<file path="src/rtl/tts_ram.sv">
`default_nettype none
module tts_ram #(
  parameter int WIDTH = 8,
  parameter int DEPTH = 256
) (
  input  logic                     clk,
  input  logic                     we,
  input  logic [$clog2(DEPTH)-1:0] addr,
  input  logic [WIDTH-1:0]         wdata,
  output logic [WIDTH-1:0]         rdata
);

  logic [WIDTH-1:0] mem [DEPTH];

  always_ff @(posedge clk) begin
    if (we) begin
      mem[addr] <= wdata;
    end
    rdata <= mem[addr];
  end

endmodule
`default_nettype wire
</file>
<file path="config.mk">
export PLATFORM = sky130hd
export DESIGN_NAME = tts_ram
export DESIGN_NICKNAME = d
export VERILOG_FILES = /design/src/rtl/tts_ram.sv
export SDC_FILE = /design/constraint.sdc
export NUM_CORES = 2
export LEC_CHECK = 0
export CAP_MARGIN = 0
export CORE_AREA = 4 4 448 450
export CTS_BUF_LIST = sky130_fd_sc_hd__clkbuf_4
export CTS_CLUSTER_DIAMETER = 120
export DETAILED_ROUTE_END_ITERATION = 6
export DIE_AREA = 0 0 452 454
export DONT_BUFFER_PORTS = 1
export PLACE_DENSITY = 0.62
export SLEW_MARGIN = 20
export SYNTH_ARGS = -nofsm -noshare
export SYNTH_HDL_FRONTEND = slang
export SYNTH_SLANG_ARGS = --single-unit
</file>
<file path="constraint.sdc">
create_clock -name clk -period 3.4 [get_ports clk]
set_input_delay 0.34 -clock clk [delete_from_list [all_inputs] [get_ports clk]]
set_output_delay 0.34 -clock clk [all_outputs]
set_load 0.005 [all_outputs]
</file>
Word-level counts from Yosys, hierarchy flattened. Memory sizes are Yosys's and may differ from the RTL's. A register that Yosys moved wholly into a read port is not among the register bits. Cells that the tools add are included.

Logic and storage cells: 3. Memory bits (read-only): 0. Input bits: 18. Output and inout bits: 8. RAM bits: 2048. Bits in latches: 0. Register bits: 0. Memories: 1.

$mul: 0. Magnitude comparators: 0. Shifts and indexed selects: 0. Bitwise operators: 0. Mux-type cells: 2. Divide/modulo/power cells: 0. Equal/unequal tests: 0. Reduce and logical (&&, ||, !) cells: 0. Add/subtract/negate cells: 0.

Memory list: mem (depth 256, width 8, rd ports 1, clocked after memory_dff 1, write ports 1, RTL line 13) `logic [WIDTH-1:0] mem [DEPTH];`.

Operator list (count): 1-bit 2-to-1 mux (2).

Longest topological paths before layout.
Depth after elaboration: 2. Mapped depth: 10. Gate-level depth less buffers: 5.

Least setup slack after synthesis. No wires, ideal clock.

Path kind: input to register. Start point: input addr[1]. End point: memory mem[111][0], enable pin. Library setup time: 370 ps. Stages: 9. Slack: 841 ps. Arrival: 2189 ps. Path buffers: 5. Required time: 3030 ps. Cells stage by stage: buf_2 > clkbuf_1 > clkbuf_1 > nand2_1 > buf_2 > nor2_1 > nand2_1 > clkbuf_1 > nor2_1.

RTL lines: from (decl) (RTL line 8) `input logic [$clog2(DEPTH)-1:0] addr,`; to (decl) (RTL line 13).

No word-level cell before the write port.

==> impl_metrics.tcl <==
set metrics [dict create \
    crit_buf_inv 5 \
    slew_headroom_pct -27.1 \
    synth-compound-area-share_pct 3.62 \
    synth_top_family_by_area "multiplexers" \
    endpoint_kind "flip-flop" \
    status "finished, violations left" \
    path_clk_slew_ps 70 \
    fin_setup_tns_ps 0 \
    cts_tree "built" \
    hold_viol 0 \
    grt_pass1_vias 41500 \
    rsz0062_at_grt "no" \
    period_minus_slack_ps 3310 \
    critPathKind "in -> reg" \
    fillers 16600 \
    violations "slew limit" \
    met1_usage_pct 25.7 \
    grt_overflow 0 \
    yosys_register_bits 2056 \
    synthesis.nets 3565 \
    cp_common_cell "buf_16" \
    drtPass1Iterations 5 \
    drt-total-wl_mm 198 \
    ir_drop_mv 0.328 \
    vias_per_cell 5.57 \
    core_area_sq_um 197000 \
    grt_first_pass_wirelength_mm 283 \
    post_cts.repair.setup_buffers 0 \
    maxCapViolCount 0 \
    row_count 163 \
    start_util_pct 39.9 \
    syn_to_final_growth_pct 15.8 \
    hold_class "in -> reg" \
    io_pins 26 \
    numClockSinks 2056 \
    via_count 40300 \
    max_stage_delay_ps 610 \
    critical_path.top_delay_family "buffers and inverters" \
    drive_gt1_share_pct 36.8 \
    gp_congestion 0.777 \
    globalRouteMet3Util_pct 4.31 \
    synthAdderAreaFrac_pct 0 \
    wl_per_cell_um 27.3 \
    die_w_um 452 \
    drt_iter0_drc 4222 \
    dp_hpwl_mm 103 \
    cp_max_fo 61 \
    grtUsageTotal_pct 18.9 \
    ant_nets 0 \
    syn_inst 3547 \
    report.final.slew_viol_count 146 \
    clock_latency_ps 1320 \
    avgSynthCellArea_sq_um 22.1 \
    finish.net_count 4270 \
    fin_crit_sh_pct 97.3 \
    gr-max-usage-layer "met2" \
    ys_seq_area_share_pct 78.6 \
    cts-buffers-inserted 538 \
    powerDensity_nw_per_um2 556 \
    die-height_um 454 \
    worstMarginPinSlew_ps 1910 \
    leakage_nw 28.8 \
    cp_data_arrival_time_ps 4480 \
    h-tree-depth 6 \
    r2r-start "mem[162][6]$_DFFE_PP_" \
    fin_skew_ps 107 \
    syn_area_sq_um 78500 \
    antenna_found_initial 11 \
    clockRootBuffer "clkbuf_4" \
    setup_viol_count_final 0 \
    drc_errors 0 \
    yosysUniqueCellTypes 22 \
    grtUsageMet2_pct 29.9 \
    fin_total_pwr_mw 50.5 \
    yosysWarnings 0 \
    worstHoldStart "addr[0]" \
    crit_slowest_cell "mux4_2" \
    numPortBuffers 0 \
    startpoint_type "input pin" \
    crit_required_ps 4570 \
    synthSimpleGateAreaFrac_pct 1.73 \
    synth-xor-area-share_pct 0 \
    startpoint "addr[0]" \
    path_cells "buf_16, buf_16, buf_16, mux4_2, a22oi_1, a21oi_1, o41ai_1, dlygate4sd3_1, nand4_1, dlygate4sd3_1" \
    maxClockFrequency_mhz 302 \
    die_area_sq_um 205000 \
    grt_max_degree 503 \
    synth.area.mux_share_pct 14.7 \
    clock_path_buffers 4 \
]
sequential cells by signal (all words and copies together), names as in the netlist:
register and flops:
mem 2048, rdata 8
where the power goes:
group          total, mW  switching, mW  internal (mW)  leakage [nW]
Clock               20.2           9.45           10.8          3.83
Combinational       2.33           1.44          0.894          6.46
Sequential          28.0         0.0542           27.9          18.5
cell type report:
class                           count  area [sq um]  share of cell area (%)
Sequential cell                  2056         61700                    67.8
Multi-Input combinational cell   1258         15800                    17.4
Clock buffer                      763          5730                    6.30
Timing Repair Buffer              397          3740                    4.11
Tap cell                         2640          3300                    3.63
Clock inverter                    107           603                   0.664
Antenna cell                       13          32.5                  0.0358
Inverter                            1          3.75                 0.00413
layout by cell type, fill, tap and decap left out, types with 11 or more instances in the layout:
| master | n |
|---|---|
| dlygate4sd3_1 | 36 |
| buf_12 | 11 |
| o41ai_1 | 25 |
| edfxtp_1 | 2048 |
| diode_2 | 13 |
| clkbuf_4 | 763 |
| mux4_2 | 512 |
| clkinv_1 | 73 |
| buf_16 | 22 |
| nand2_1 | 28 |
| a21oi_1 | 128 |
| inv_2 | 17 |
| buf_4 | 323 |
| a22oi_1 | 256 |
| nand3_1 | 12 |
| nor2_1 | 231 |
| nor3_1 | 30 |
cells in the mapped netlist:
cell type | count | area, sq um
buf_2 | 36 | 180
buf_1 | 19 | 71.3
inv_1 | 1 | 3.75
and2_1 | 3 | 18.8
mux4_2 | 512 | 11500
nor3_1 | 30 | 150
a21oi_1 | 128 | 641
a22oi_1 | 256 | 1920
or3_1 | 1 | 6.26
nor2_1 | 232 | 871
buf_4 | 16 | 120
buf_6 | 16 | 180
nand3_1 | 13 | 65.1
clkbuf_1 | 145 | 544
nand2b_1 | 6 | 37.5
or2_2 | 2 | 12.5
nand2_1 | 28 | 105
o41ai_1 | 32 | 280
nand4_1 | 8 | 50.1
nor2b_1 | 7 | 43.8
dfxtp_1 | 8 | 160
edfxtp_1 | 2048 | 61500
cells by family after synthesis:
kind of cell	count (synthesis)
buffers and inverters	233
multiplexers	512
flip-flops	2056
AO/OA/AOI/OAI	416
AND/OR/NAND/NOR	330
tightest hold or removal path, delay by kind of cell:
family	cells	cell delay, ps
AO/OA/AOI/OAI	3	520
buffers and inverters	1	170
multiplexers	1	200
AND/OR/NAND/NOR	1	90
repair_timing:
action,in CTS,in global routing
resized for setup,0,3
hold buffers,46,0
endpoints found under the hold margin,3846,0
endpoints found under the setup margin,0,7
stage by stage:
step | area, sq um | util [%] | instances | hold WS (ps) | worst slack (ps)
6_report | 90900 | 46.2 | 7235 | 75.5 | 90.9
5_1_grt | 90900 | 46.2 | 7233 | 21.1 | 28.5
4_1_cts | 90300 | 46.0 | 7204 | 3.50 | 71.0
3_5_place_dp | 83400 | 42.4 | 6288 | 493 | 107
3_3_place_gp | 83400 | 42.4 | 6288 | 474 | 242
2_1_floorplan | 78500 | - | 3547 | 439 | 841
worst paths after layout:
path	cells after the start	endpoint	slack, ps
worst max-delay path	10	rdata[6]$_DFF_P_	90
worst min-delay path	6	rdata[4]$_DFF_P_	80
worst max register to register	7	rdata[6]$_DFF_P_	210
worst min register to register	5	rdata[1]$_DFF_P_	1010
layer usage:
| layer | share of wire, % | routed length (um) |
|---|---|---|
| met4 | 3.2 | 6300 |
| met1 | 40 | 78400 |
| met5 | 0.014 | 27 |
| met2 | 49 | 96100 |
| met3 | 8.6 | 16900 |
(Power assumes the default switching activity.)
